File: src/rtl/assert_macros.svh
// ----------------------------------------------------------------------------
// assert_macros: assertion macros shared by the RTL
// Implication and next-cycle checks; they are empty in synthesis builds.
// ----------------------------------------------------------------------------
`ifndef ASSERT_MACROS_SVH
`define ASSERT_MACROS_SVH
`ifndef SYNTHESIS
`define OHI_ASSERT_IMP(label, clk, rst_n, ante, cons) \
	label: assert property (@(posedge clk) disable iff (!rst_n) (ante) |-> (cons)) \
		else $error("implication check failed");
`define OHI_ASSERT_NXT(label, clk, rst_n, ante, cons) \
	label: assert property (@(posedge clk) disable iff (!rst_n) (ante) |=> (cons)) \
		else $error("next-cycle check failed");
`else
`define OHI_ASSERT_IMP(label, clk, rst_n, ante, cons)
`define OHI_ASSERT_NXT(label, clk, rst_n, ante, cons)
`endif
`endif

File: src/rtl/ohi_pkg.sv
// ----------------------------------------------------------------------------
// ohi_pkg: shared types and constants
// Word formats, command and status groups and codes of the hash insert block.
// ----------------------------------------------------------------------------
`default_nettype none
package ohi_pkg;

	localparam int TABLE_DEPTH = 64;
	localparam int KEY_BITS    = 16;
	localparam int IDX_W       = $clog2(TABLE_DEPTH);
	localparam int SIZE_W      = 7;
	localparam int DIVS_W      = 8;
	localparam int TOTAL_W     = 12;
	localparam int PROBE_W     = 6;

	// Configuration register indexes.
	localparam logic [1:0] CFG_PROBE_MODE   = 2'd0;
	localparam logic [1:0] CFG_TABLE_SIZE   = 2'd1;
	localparam logic [1:0] CFG_STEP_BASE    = 2'd2;
	localparam logic [1:0] CFG_STEP_MODULUS = 2'd3;

	// Probe modes; the unused code behaves as linear.
	localparam logic [1:0] MODE_LINEAR    = 2'd0;
	localparam logic [1:0] MODE_QUADRATIC = 2'd1;
	localparam logic [1:0] MODE_DOUBLE    = 2'd2;

	// Result status codes.
	localparam logic [1:0] STAT_PLACED  = 2'd0;
	localparam logic [1:0] STAT_FULL    = 2'd1;
	localparam logic [1:0] STAT_ZERO    = 2'd2;
	localparam logic [1:0] STAT_CLEARED = 2'd3;

	localparam logic REQ_INSERT = 1'b0;
	localparam logic REQ_CLEAR  = 1'b1;

	typedef struct packed {
		logic                req_type;
		logic [KEY_BITS-1:0] key;
	} in_item_t;

	typedef struct packed {
		logic [5:0]  slot_index;
		logic [5:0]  probe_count;
		logic [1:0]  status;
		logic [11:0] total_probes;
	} out_item_t;

	typedef enum logic [2:0] {
		S_IDLE,
		S_DECODE,
		S_DIV_HOME,
		S_DIV_SMOD,
		S_DIV_STRIDE,
		S_PROBE
	} state_t;

	typedef enum logic [1:0] {
		DIV_HOME,
		DIV_SMOD,
		DIV_STRIDE
	} div_sel_t;

	typedef struct packed {
		logic       load;
		logic       clear;
		logic       div_start;
		div_sel_t   div_sel;
		logic       store_home;
		logic       store_stride;
		logic       probe_init;
		logic       probe_step;
		logic       place;
		logic       emit;
		logic [1:0] emit_code;
	} ctrl_cmd_t;

	typedef struct packed {
		logic is_clear;
		logic is_zero;
		logic div_done;
		logic slot_free;
		logic last_probe;
	} dp_status_t;

endpackage
`default_nettype wire

File: src/rtl/open_addressing_hash_insert.sv
// A clear or a zero key is settled in the decode state, from which its result word is registered.
// An insert runs three 16-step remainder passes on one shared divider, then
// probes one slot a cycle until one is free or the effective table size is tried.
// One request at a time; busy is high from acceptance until the result strobe.
// Reset empties the table, clears the probe total and loads default registers.
// ----------------------------------------------------------------------------
// open_addressing_hash_insert: hash table insert block
// Places keys with linear, quadratic or double-hashing probing, or clears.
// ----------------------------------------------------------------------------
`default_nettype none
`include "assert_macros.svh"
module open_addressing_hash_insert
	import ohi_pkg::*;
(
	input  wire logic       clk,
	input  wire logic       arst_n,
	input  wire logic       start,
	output logic            busy,
	input  wire in_item_t   item,
	input  wire logic       cfg_we,
	input  wire logic [1:0] cfg_index,
	input  wire logic [7:0] cfg_wdata,
	output out_item_t       result,
	output logic            done
);

	ctrl_cmd_t  cmd;
	dp_status_t stat;

	// Sequencer.
	ohi_ctrl u_ctrl (
		.clk    (clk),
		.arst_n (arst_n),
		.start  (start),
		.stat   (stat),
		.cmd    (cmd),
		.busy   (busy)
	);

	// Datapath.
	ohi_datapath u_dp (
		.clk       (clk),
		.arst_n    (arst_n),
		.item      (item),
		.cfg_we    (cfg_we),
		.cfg_index (cfg_index),
		.cfg_wdata (cfg_wdata),
		.cmd       (cmd),
		.stat      (stat),
		.result    (result),
		.done      (done)
	);

	// Checks.
	`OHI_ASSERT_IMP(a_done_idle, clk, arst_n, done, !busy)
	`OHI_ASSERT_NXT(a_start_busy, clk, arst_n, start && !busy, busy)
	`OHI_ASSERT_IMP(a_unplaced_zero, clk, arst_n, done && result.status != STAT_PLACED, result.slot_index == '0 && result.probe_count == '0)
	`OHI_ASSERT_IMP(a_clear_total, clk, arst_n, done && result.status == STAT_CLEARED, result.total_probes == '0)

endmodule
`default_nettype wire

File: src/rtl/ohi_divider.sv
// ----------------------------------------------------------------------------
// ohi_divider: iterative remainder unit
// Restoring division, one dividend bit per cycle; only the remainder is kept.
// ----------------------------------------------------------------------------
`default_nettype none
module ohi_divider
	import ohi_pkg::*;
(
	input  wire logic                clk,
	input  wire logic                arst_n,
	input  wire logic                start,
	input  wire logic [KEY_BITS-1:0] dividend,
	input  wire logic [DIVS_W-1:0]   divisor,
	output logic                     done,
	output logic [DIVS_W-1:0]        rem
);

	localparam int CNT_W = $clog2(KEY_BITS);

	logic                active_q;
	logic                done_q;
	logic [CNT_W-1:0]    cnt_q;
	logic [KEY_BITS-1:0] num_q;
	logic [DIVS_W-1:0]   div_q;
	logic [DIVS_W-1:0]   rem_q;
	logic [DIVS_W:0]     trial;

	// Shift in the next dividend bit and subtract when it fits.
	assign trial = {rem_q, num_q[KEY_BITS-1]};

	always_ff @(posedge clk or negedge arst_n) begin
		if (!arst_n) begin
			active_q <= 1'b0;
			done_q   <= 1'b0;
			cnt_q    <= '0;
		end else begin
			done_q <= 1'b0;
			if (start) begin
				active_q <= 1'b1;
				cnt_q    <= '0;
			end else if (active_q) begin
				cnt_q <= cnt_q + 1'b1;
				if (cnt_q == CNT_W'(KEY_BITS - 1)) begin
					active_q <= 1'b0;
					done_q   <= 1'b1;
				end
			end
		end
	end

	always_ff @(posedge clk) begin
		if (start) begin
			num_q <= dividend;
			div_q <= divisor;
			rem_q <= '0;
		end else if (active_q) begin
			num_q <= {num_q[KEY_BITS-2:0], 1'b0};
			if (trial >= {1'b0, div_q}) begin
				rem_q <= DIVS_W'(trial - {1'b0, div_q});
			end else begin
				rem_q <= trial[DIVS_W-1:0];
			end
		end
	end

	assign done = done_q;
	assign rem  = rem_q;

endmodule
`default_nettype wire

File: src/rtl/ohi_datapath.sv
// ----------------------------------------------------------------------------
// ohi_datapath: registers, slot occupancy and probe arithmetic
// Holds configuration, the request word, the occupancy bits and the result.
// ----------------------------------------------------------------------------
`default_nettype none
module ohi_datapath
	import ohi_pkg::*;
(
	input  wire logic       clk,
	input  wire logic       arst_n,
	input  wire in_item_t   item,
	input  wire logic       cfg_we,
	input  wire logic [1:0] cfg_index,
	input  wire logic [7:0] cfg_wdata,
	input  wire ctrl_cmd_t  cmd,
	output dp_status_t      stat,
	output out_item_t       result,
	output logic            done
);

	logic [1:0]          mode_q;
	logic [6:0]          tsize_q;
	logic [7:0]          sbase_q;
	logic [7:0]          smod_q;

	logic                req_q;
	logic [KEY_BITS-1:0] key_q;
	logic [IDX_W-1:0]    home_q;
	logic [IDX_W-1:0]    strmod_q;
	logic [IDX_W-1:0]    slot_q;
	logic [IDX_W-1:0]    qinc_q;
	logic [IDX_W-1:0]    i_q;
	logic [TABLE_DEPTH-1:0] occ_q;
	logic [TOTAL_W-1:0]  total_q;
	logic                done_q;
	out_item_t           res_q;

	logic [SIZE_W-1:0]   eff;
	logic                div_start;
	logic [KEY_BITS-1:0] div_num;
	logic [DIVS_W-1:0]   div_den;
	logic                div_done;
	logic [DIVS_W-1:0]   div_rem;
	logic [DIVS_W-1:0]   stride;
	logic [IDX_W-1:0]    inc;
	logic [IDX_W:0]      slot_sum;
	logic [IDX_W-1:0]    slot_nxt;
	logic [IDX_W:0]      q_sum;
	logic [IDX_W-1:0]    q_nxt;
	logic [TOTAL_W-1:0]  total_nxt;

	// Configuration registers.
	always_ff @(posedge clk or negedge arst_n) begin
		if (!arst_n) begin
			mode_q  <= MODE_LINEAR;
			tsize_q <= 7'd50;
			sbase_q <= 8'd30;
			smod_q  <= 8'd25;
		end else if (cfg_we) begin
			case (cfg_index)
				CFG_PROBE_MODE:   mode_q  <= cfg_wdata[1:0];
				CFG_TABLE_SIZE:   tsize_q <= cfg_wdata[6:0];
				CFG_STEP_BASE:    sbase_q <= cfg_wdata;
				CFG_STEP_MODULUS: smod_q  <= cfg_wdata;
				default: ;
			endcase
		end
	end

	// Effective table size: zero counts as one, saturated at the depth.
	always_comb begin
		if (tsize_q == '0) begin
			eff = SIZE_W'(1);
		end else if (tsize_q > SIZE_W'(TABLE_DEPTH)) begin
			eff = SIZE_W'(TABLE_DEPTH);
		end else begin
			eff = tsize_q;
		end
	end

	// The second hash stride, clamped to at least one.
	always_comb begin
		if (sbase_q <= div_rem) begin
			stride = DIVS_W'(1);
		end else begin
			stride = sbase_q - div_rem;
		end
	end

	// Operand selection for the shared remainder unit.
	always_comb begin
		div_start = cmd.div_start;
		case (cmd.div_sel)
			DIV_HOME: begin
				div_num = key_q;
				div_den = DIVS_W'(eff);
			end
			DIV_SMOD: begin
				div_num = key_q;
				div_den = (smod_q == '0) ? DIVS_W'(1) : smod_q;
			end
			DIV_STRIDE: begin
				div_num = KEY_BITS'(stride);
				div_den = DIVS_W'(eff);
			end
			default: begin
				div_num = key_q;
				div_den = DIVS_W'(eff);
			end
		endcase
	end

	ohi_divider u_div (
		.clk      (clk),
		.arst_n   (arst_n),
		.start    (div_start),
		.dividend (div_num),
		.divisor  (div_den),
		.done     (div_done),
		.rem      (div_rem)
	);

	// Next slot: every step adds an offset below the size, so one wrap suffices.
	always_comb begin
		case (mode_q)
			MODE_QUADRATIC: inc = qinc_q;
			MODE_DOUBLE:    inc = strmod_q;
			default:        inc = (eff == SIZE_W'(1)) ? '0 : IDX_W'(1);
		endcase
		slot_sum = {1'b0, slot_q} + {1'b0, inc};
		if (slot_sum >= (IDX_W+1)'(eff)) begin
			slot_nxt = IDX_W'(slot_sum - (IDX_W+1)'(eff));
		end else begin
			slot_nxt = slot_sum[IDX_W-1:0];
		end
		// The quadratic offset grows by two each step, kept reduced.
		q_sum = {1'b0, qinc_q} + (IDX_W+1)'(2);
		if (eff == SIZE_W'(1)) begin
			q_nxt = '0;
		end else if (q_sum >= (IDX_W+1)'(eff)) begin
			q_nxt = IDX_W'(q_sum - (IDX_W+1)'(eff));
		end else begin
			q_nxt = q_sum[IDX_W-1:0];
		end
		total_nxt = total_q + TOTAL_W'(i_q);
	end

	// Control state of the table: occupancy, running total and strobe.
	always_ff @(posedge clk or negedge arst_n) begin
		if (!arst_n) begin
			occ_q   <= '0;
			total_q <= '0;
			done_q  <= 1'b0;
		end else begin
			done_q <= cmd.emit | cmd.place;
			if (cmd.clear) begin
				occ_q   <= '0;
				total_q <= '0;
			end else if (cmd.place) begin
				occ_q[slot_q] <= 1'b1;
				total_q       <= total_nxt;
			end
		end
	end

	// Request word, hash values and probe registers.
	always_ff @(posedge clk) begin
		if (cmd.load) begin
			req_q <= item.req_type;
			key_q <= item.key;
		end
		if (cmd.store_home && div_done) begin
			home_q <= div_rem[IDX_W-1:0];
		end
		if (cmd.store_stride && div_done) begin
			strmod_q <= div_rem[IDX_W-1:0];
		end
		if (cmd.probe_init) begin
			slot_q <= home_q;
			i_q    <= '0;
			qinc_q <= (eff == SIZE_W'(1)) ? '0 : IDX_W'(1);
		end else if (cmd.probe_step) begin
			slot_q <= slot_nxt;
			i_q    <= i_q + 1'b1;
			qinc_q <= q_nxt;
		end
	end

	// Result word.
	always_ff @(posedge clk) begin
		if (cmd.place) begin
			res_q.slot_index   <= 6'(slot_q);
			res_q.probe_count  <= 6'(i_q);
			res_q.status       <= STAT_PLACED;
			res_q.total_probes <= total_nxt;
		end else if (cmd.emit) begin
			res_q.slot_index   <= '0;
			res_q.probe_count  <= '0;
			res_q.status       <= cmd.emit_code;
			res_q.total_probes <= cmd.clear ? '0 : total_q;
		end
	end

	always_comb begin
		stat.is_clear   = (req_q == REQ_CLEAR);
		stat.is_zero    = (key_q == '0);
		stat.div_done   = div_done;
		stat.slot_free  = ~occ_q[slot_q];
		stat.last_probe = ((IDX_W+1)'(i_q) == (IDX_W+1)'(eff - SIZE_W'(1)));
	end

	assign result = res_q;
	assign done   = done_q;

endmodule
`default_nettype wire

File: src/rtl/ohi_ctrl.sv
// ----------------------------------------------------------------------------
// ohi_ctrl: request sequencer
// Steps each insert through hashing, probing and the result word; clears and zero keys go straight to their result.
// ----------------------------------------------------------------------------
`default_nettype none
module ohi_ctrl
	import ohi_pkg::*;
(
	input  wire logic       clk,
	input  wire logic       arst_n,
	input  wire logic       start,
	input  wire dp_status_t stat,
	output ctrl_cmd_t       cmd,
	output logic            busy
);

	state_t state_q;
	state_t state_nxt;

	always_ff @(posedge clk or negedge arst_n) begin
		if (!arst_n) begin
			state_q <= S_IDLE;
		end else begin
			state_q <= state_nxt;
		end
	end

	// Next state and commands.
	always_comb begin
		state_nxt = state_q;
		cmd       = '0;
		cmd.div_sel = DIV_HOME;
		case (state_q)
			S_IDLE: begin
				if (start) begin
					cmd.load  = 1'b1;
					state_nxt = S_DECODE;
				end
			end
			S_DECODE: begin
				if (stat.is_clear) begin
					cmd.clear     = 1'b1;
					cmd.emit      = 1'b1;
					cmd.emit_code = STAT_CLEARED;
					state_nxt     = S_IDLE;
				end else if (stat.is_zero) begin
					cmd.emit      = 1'b1;
					cmd.emit_code = STAT_ZERO;
					state_nxt     = S_IDLE;
				end else begin
					cmd.div_start = 1'b1;
					cmd.div_sel   = DIV_HOME;
					state_nxt     = S_DIV_HOME;
				end
			end
			S_DIV_HOME: begin
				cmd.store_home = 1'b1;
				if (stat.div_done) begin
					cmd.div_start = 1'b1;
					cmd.div_sel   = DIV_SMOD;
					state_nxt     = S_DIV_SMOD;
				end
			end
			S_DIV_SMOD: begin
				// The stride is formed from the remainder as it completes.
				if (stat.div_done) begin
					cmd.div_start = 1'b1;
					cmd.div_sel   = DIV_STRIDE;
					state_nxt     = S_DIV_STRIDE;
				end
			end
			S_DIV_STRIDE: begin
				cmd.store_stride = 1'b1;
				if (stat.div_done) begin
					cmd.probe_init = 1'b1;
					state_nxt      = S_PROBE;
				end
			end
			S_PROBE: begin
				if (stat.slot_free) begin
					cmd.place = 1'b1;
					state_nxt = S_IDLE;
				end else if (stat.last_probe) begin
					cmd.emit      = 1'b1;
					cmd.emit_code = STAT_FULL;
					state_nxt     = S_IDLE;
				end else begin
					cmd.probe_step = 1'b1;
				end
			end
			default: begin
				state_nxt = S_IDLE;
			end
		endcase
	end

	assign busy = (state_q != S_IDLE);

endmodule
`default_nettype wire

File: config.mk
export PLATFORM = sky130hd
export DESIGN_NAME = open_addressing_hash_insert
export DESIGN_NICKNAME = d
export VERILOG_FILES = /design/src/rtl/ohi_pkg.sv /design/src/rtl/open_addressing_hash_insert.sv /design/src/rtl/ohi_divider.sv /design/src/rtl/ohi_datapath.sv /design/src/rtl/ohi_ctrl.sv
export VERILOG_INCLUDE_DIRS = /design/src /design/src/rtl
export SDC_FILE = /design/constraint.sdc
export NUM_CORES = 1
export LEC_CHECK = 0
export BUFFER_PORTS_ARGS = -buffer_cell sky130_fd_sc_hd__buf_2
export CELL_PAD_IN_SITES_DETAIL_PLACEMENT = 2
export CELL_PAD_IN_SITES_GLOBAL_PLACEMENT = 2
export CORE_MARGIN = 10
export CORE_UTILIZATION = 41
export CTS_CLUSTER_DIAMETER = 80
export DETAILED_ROUTE_END_ITERATION = 8
export PLACE_DENSITY_LB_ADDON = 0.1
export REMOVE_ABC_BUFFERS = 1
export SETUP_SLACK_MARGIN = 0.4
export SYNTH_ARGS = -nofsm -noshare
export SYNTH_HDL_FRONTEND = slang
export SYNTH_SLANG_ARGS = --single-unit
File: constraint.sdc
create_clock -name clk -period 5.55 [get_ports clk]
set_input_delay 1.11 -clock clk [delete_from_list [all_inputs] [get_ports clk]]
set_output_delay 1.11 -clock clk [all_outputs]
set_load 0.005 [all_outputs]
# After elaboration in Yosys (flattened, before gate mapping)
# Cells that the tools add are included.
[word_totals]
reg_bits = 216
word_cells = 152
input_bits = 31
[classes]
n_mux = 67
n_bitwise = 3
magnitude_cmp = 7
n_reduce_logical = 19
n_eq_ne = 20
addsub = 10
[ops]
columns = ["operator", "n"]
rows = [
  ["$mux W64", 2],
  ["$or A64 B64 Y64", 1],
  ["$mux W26", 2],
  ["$mux W16", 3],
  ["$mux W3", 14],
  ["$mux W6", 7],
  ["$mux W12", 3],
  ["$mux W7", 4],
  ["$mux W1", 18],
  ["$pmux W3 S6", 1],
  ["$logic_not A16 Y1", 1],
  ["$mux W8", 2],
  ["$sub A8 B8 Y8", 2],
  ["$ge A7 B7 Y1", 2],
  ["$add A12 B6 Y12", 1],
  ["$pmux W6 S2", 1],
  ["$sub A6 B6 Y6", 2],
  ["$ge A9 B8 Y1", 1],
  ["$pmux W3 S3", 1],
  ["$eq A2 B2 Y1 const B", 4],
  ["$le A8 B8 Y1", 1],
  ["$logic_not A8 Y1", 1],
  ["$mux W2", 4],
  ["$mux W4", 2],
  ["other kinds (32)", 46],
]

# Longest topological paths before layout
[logic_depth]
word_depth = 11
depth_mapped = 21

# By module
# Synthesis repeated with hierarchy kept, for this count alone.
[unflattened]
cells_unflattened = 1090
hier_area_um2 = 11478.5
[modules_own_cells]
columns = ["mod", "cells_each", "instances", "area_per_inst_um2"]
rows = [
  ["ohi_datapath", 888, 1, 9240.1],
  ["ohi_divider", 162, 1, 1950.6],
  ["ohi_ctrl", 40, 1, 287.8],
]

# Least setup slack after synthesis
# OpenSTA, ideal clock, no wires.
[synth_path]
path_kind = "reg-to-reg"
start = "register u_dp.tsize_q[3]"
end = "register u_dp.slot_q[0] (data pin)"
synth_period_minus_slack_ps = 4570
t_arrival_ps = 4395
path_buffers = 1
setup_slack_ps = 980
stages_incl_launch_ff = 20
path_cell_list = "dfrtp_1 -> buf_4 -> or4_1 -> nor2_1 -> nor2_1 -> nor2_1 -> ha_1 -> nand3_1 -> nand2_1 -> o21ai_0 -> ha_1 -> fa_1 -> ha_1 -> nor2b_1 -> o21a_1 -> o21a_1 -> o31a_1 -> o31a_1 -> or2_2 -> a311oi_1"
[synth_via]
elab_chain_cells = 11
[synth_rtl]
columns = ["item", "line", "source"]
rows = [
  ["start, declared", "ohi_datapath.sv:22", "logic [6:0] tsize_q;"],
  ["start signal, assigned", "ohi_datapath.sv:62", "CFG_TABLE_SIZE: tsize_q <= cfg_wdata[6:0];"],
  ["$gt A7 B7 Y1", "ohi_datapath.sv:74", "end else if (tsize_q > SIZE_W'(TABLE_DEPTH)) begin"],
  ["$mux W7", "ohi_datapath.sv:74", ""],
  ["$mux W7 *", "ohi_datapath.sv:72", "if (tsize_q == '0) begin"],
  ["$eq A7 B1 Y1", "ohi_datapath.sv:128", "default: inc = (eff == SIZE_W'(1)) ? '0 : IDX_W'(1);"],
  ["$mux W1", "ohi_datapath.sv:128", ""],
  ["$pmux W6 S2", "ohi_datapath.sv:125", "case (mode_q)"],
  ["$add A6 B6 Y7", "ohi_datapath.sv:130", "slot_sum = {1'b0, slot_q} + {1'b0, inc};"],
  ["$sub A6 B6 Y6 or $ge A7 B7 Y1 (tied branches)", "ohi_datapath.sv:132, ohi_datapath.sv:131", ""],
  ["$mux W6 *", "ohi_datapath.sv:131", "if (slot_sum >= (IDX_W+1)'(eff)) begin"],
  ["$mux W6 *", "ohi_datapath.sv:182", "end else if (cmd.probe_step) begin"],
  ["$mux W6 *", "ohi_datapath.sv:178", "if (cmd.probe_init) begin"],
  ["end signal, assigned", "ohi_datapath.sv:179", "slot_q <= home_q;"],
  ["end signal, assigned", "ohi_datapath.sv:183", "slot_q <= slot_nxt;"],
  ["end, declared", "ohi_datapath.sv:30", "logic [IDX_W-1:0] slot_q;"],
]
# Every way passes the cells marked *; elsewhere a longest branch is shown, timed or not. The select of a mux whose other input is x is not followed.
# A chain may end at the register's enable or synchronous reset.

# Worst setup path after layout
# Ends and elaborated chain as after synthesis.

==> metrics.md <==
| Metric | Value |
|---|---|
| RSZ-0062 raised after global routing | `no` |
| Layout fillers | `2,906` |
| Startpoint Class | `flip-flop` |
| DIE AREA | `0.0352 mm²` |
| Max H-tree Level | `1` |
| Routability cong. | `0.807` |
| Critical path peak fanout | `10` |
| Largest net degree at the start of global routing | `76` |
| CTS Hold Buffers Added | `0` |
| IO Count | `59` |
| PnR Total Power | `5.28 mW` |
| Die Wd | `187 µm` |
| CTS buffer count | `26` |
| Synth unique cells | `75` |
| Place WS | `497 ps` |
| Area leader, netlist | `edfxtp_1` |
| Status | `finished clean` |
| Dominant synthesized flop cell | `dfrtp_1` |
| Routed WL | `35.0 mm` |
| Layout cells sized above 1 | `between 10% and 20%` |
| Area growth, synth to finish | `13.5%` |
| Via density per instance | `5.73` |
| Hpwl dp | `24.5 mm` |
| First-pass GRT wire length | `56.5 mm` |
| Clock network power share | `~33%` |
| Max Slew Vio Count | `0` |
| Max rail drop VDD | `~0.31 mV` |
| R2R cell count | `18` |
| PwrDens | `405 mW/mm²` |
| P_leak | `5.35 nW` |
| Gate power share | `26.8%` |
| Switching part of the total | `32.9%` |
| Crit path time final | `between 4000 and 5000 ps` |
| Number of global-route vias before repair | `9,928` |
| Cell Int Power | `3.54 mW` |
| Clk slew on worst S/H paths | `60 ps` |
| Final Non-Filler Cells | `1,549` |
| Register area share after synthesis | `50.3%` |
| Max-cap violations | `0` |
| Die height | `~190 µm` |
| DRC viols | `0` |
| Mapped Area | `0.0115 mm²` |
| Hold crit path type | `reg2reg` |
| Routed wire per std cell | `approximately 23 µm` |
| Top cells by area, synth | `edfxtp_1, dfrtp_1, ha_1, nand2_1, o31ai_1` |
| Setup TNS | `0 ps` |
| Drt initial violations | `about 380` |
| Sw Pwr | `1.74 mW` |
| Skew final | `approximately 25 ps` |
| Top-area cell type share of the netlist area | `approximately 23%` |
| Initial Util | `between 40 and 50%` |
| Drt first pass iters | `5` |
| Core area | `0.0277 mm²` |
| I/O Buffers | `58` |
| Hold depth | `2` |
| Post-synthesis cell count | `1,099` |
| Commonest cells in the netlist | `nand2_1, dfrtp_1, edfxtp_1` |
| DP Cell Count | `about 1,500` |
| ANT cells | `0` |
| CTS tree | `built` |
| Routed vias | `8,883` |
| Sequential power share | `40.7%` |
| Period utilization | `86.4%` |
| Final net count | `between 1,000 and 1,500` |
| Initial antenna violation count | `0` |
| Tightest Pin Transition | `952 ps` |
| Synthesis Warnings | `0` |
| Maximum clock rate | `approximately 210 MHz` |
| Worst EP arrival | `5140 ps` |
| Worst setup margin | `756 ps` |
| Antenna Nets Post-Route | `0` |
| Gr usage total | `19.7%` |
| Async SR Flop Fraction | `51.4%` |
| Most common cell in the netlist | `nand2_1` |
| Fin util | `47.1%` |
| Worst Path Required | `5900 ps` |
| CTS root buffer | `clkbuf_16` |
| Post-synth EDFFs | `89` |
| Max Root-Sink Buffers | `3` |
| Slew HR | `36.0%` |
| Seq cells post-synth | `216` |
| Critical path class | `reg2reg` |
| Syn Area/Cell | `between 10 and 15 µm²` |
| Hold Vio Cnt, Final | `0` |
| Clk Latency, worst-skew pair | `about 550 ps` |
| CTS Sinks | `216` |
| Nature of the critical path endpoint | `flip-flop` |
| # rows | `61` |
| # setup viols final | `0` |
| Congestion Overflow GR | `0` |
[timing repair]
action,CTS,global route
gates resized for setup,0,2
setup endpoints to repair,0,6
setup buffers,0,2
[worst max-delay path: stages, from the launching register on]
cell,delay [ps]
dfrtp_2,460
or4_1,590
nor2_1,110
nor2_1,60
nor2_2,170
ha_1,170
nand3_1,110
nand2_1,100
o21ai_0,100
ha_1,230
fa_1,570
ha_1,270
nor2b_1,130
o21a_1,180
o21a_1,210
o31a_1,270
o31a_1,270
or2_2,320
a311oi_1,270
[metal layers]
metal	global-route usage, %	routed length (µm)	up-vias
met5	0	0	-
met4	4.62	637	0
li1	-	-	4147
met2	34.8	17700	110
met3	2.84	1120	49
met1	24.9	15600	4577
[logic make-up after synthesis]
| kind of cell | count (synthesis) | share of synthesized area (%) |
|---|---|---|
| xor gates and xnor gates | 25 | 1.90 |
| adders and majority gates | 55 | 6.37 |
| DFF | 216 | 50.3 |
| muxes | 47 | 5.71 |
| and+or+nand+nor | 364 | 15.0 |
| AOI/OAI and AO/OA | 283 | 16.8 |
| buffers and inverters | 109 | 3.92 |
[power by group through the flow]
| stage | registers (mW) | logic (mW) | clock network [mW] |
|---|---|---|---|
| 3_5_place_dp | 2.18 | 1.40 | 0 |
| 5_1_grt | 2.18 | 1.61 | 1.82 |
| 2_1_floorplan | 2.08 | 0.990 | 0 |
| 4_1_cts | 2.15 | 1.43 | 1.75 |
| 6_report | 2.15 | 1.42 | 1.72 |
| 3_3_place_gp | 2.16 | 1.33 | 0 |
[final timing paths]
path | from | end | slack [ps]
max | u_dp.tsize_q[3] | u_dp.slot_q[0] | 760
min | u_dp.occ_q[23] | u_dp.occ_q[23] | 470
max reg2reg | u_dp.tsize_q[3] | u_dp.slot_q[0] | 760
min reg2reg | u_dp.occ_q[23] | u_dp.occ_q[23] | 470
max in group asynchronous | arst_n | u_dp.occ_q[16] | 3670
min in group asynchronous | arst_n | u_dp.total_q[11] | 690
[sequential cells by signal (all words and copies together) (netlist names), 7 cells and up]
register          flops
u_dp.sbase_q          8
u_dp.smod_q           8
u_dp.tsize_q          7
u_dp.occ_q           64
u_dp.u_div.num_q     16
u_dp.u_div.rem        8
u_dp.u_div.div_q      8
u_dp.total_q         12
u_dp.key_q           16
u_dp.result          26
[placed cells by master (no fill, tap or decap), drive strengths merged, types with 8 or more instances in the layout]
cell type	count
dfxtp	16
mux2	24
o21a	13
mux2i	12
a21oi	30
o21ai	84
nand4	10
nor2	65
nand2	145
nand2b	13
nor4	9
mux4	11
clkinv	14
a21o	8
dfrtp	101
o211ai	11
xnor2	18
ha	49
nor3	15
inv	55
and2	13
dfstp	10
o31ai	58
buf	78
a31oi	9
edfxtp	89
nand3	38
or3	11
clkbuf	32
nor2b	16
[layout make-up]
class,instances,area (µm²),share of cell area (%)
Sequential cell,216,5780,44.3
Multi-Input combinational cell,774,5280,40.5
Clock buffer,32,726,5.56
Tap cell,378,473,3.62
Timing Repair Buffer,78,443,3.39
Inverter,55,206,1.58
Clock inverter,16,140,1.07
[stage by stage]
stage	hold WS (ps)	cell area (µm²)
2_1_floorplan	440	11300
3_3_place_gp	454	12200
3_5_place_dp	466	12200
4_1_cts	478	13000
5_1_grt	495	13100
6_report	473	13100
Power figures use the tool's default switching activity.
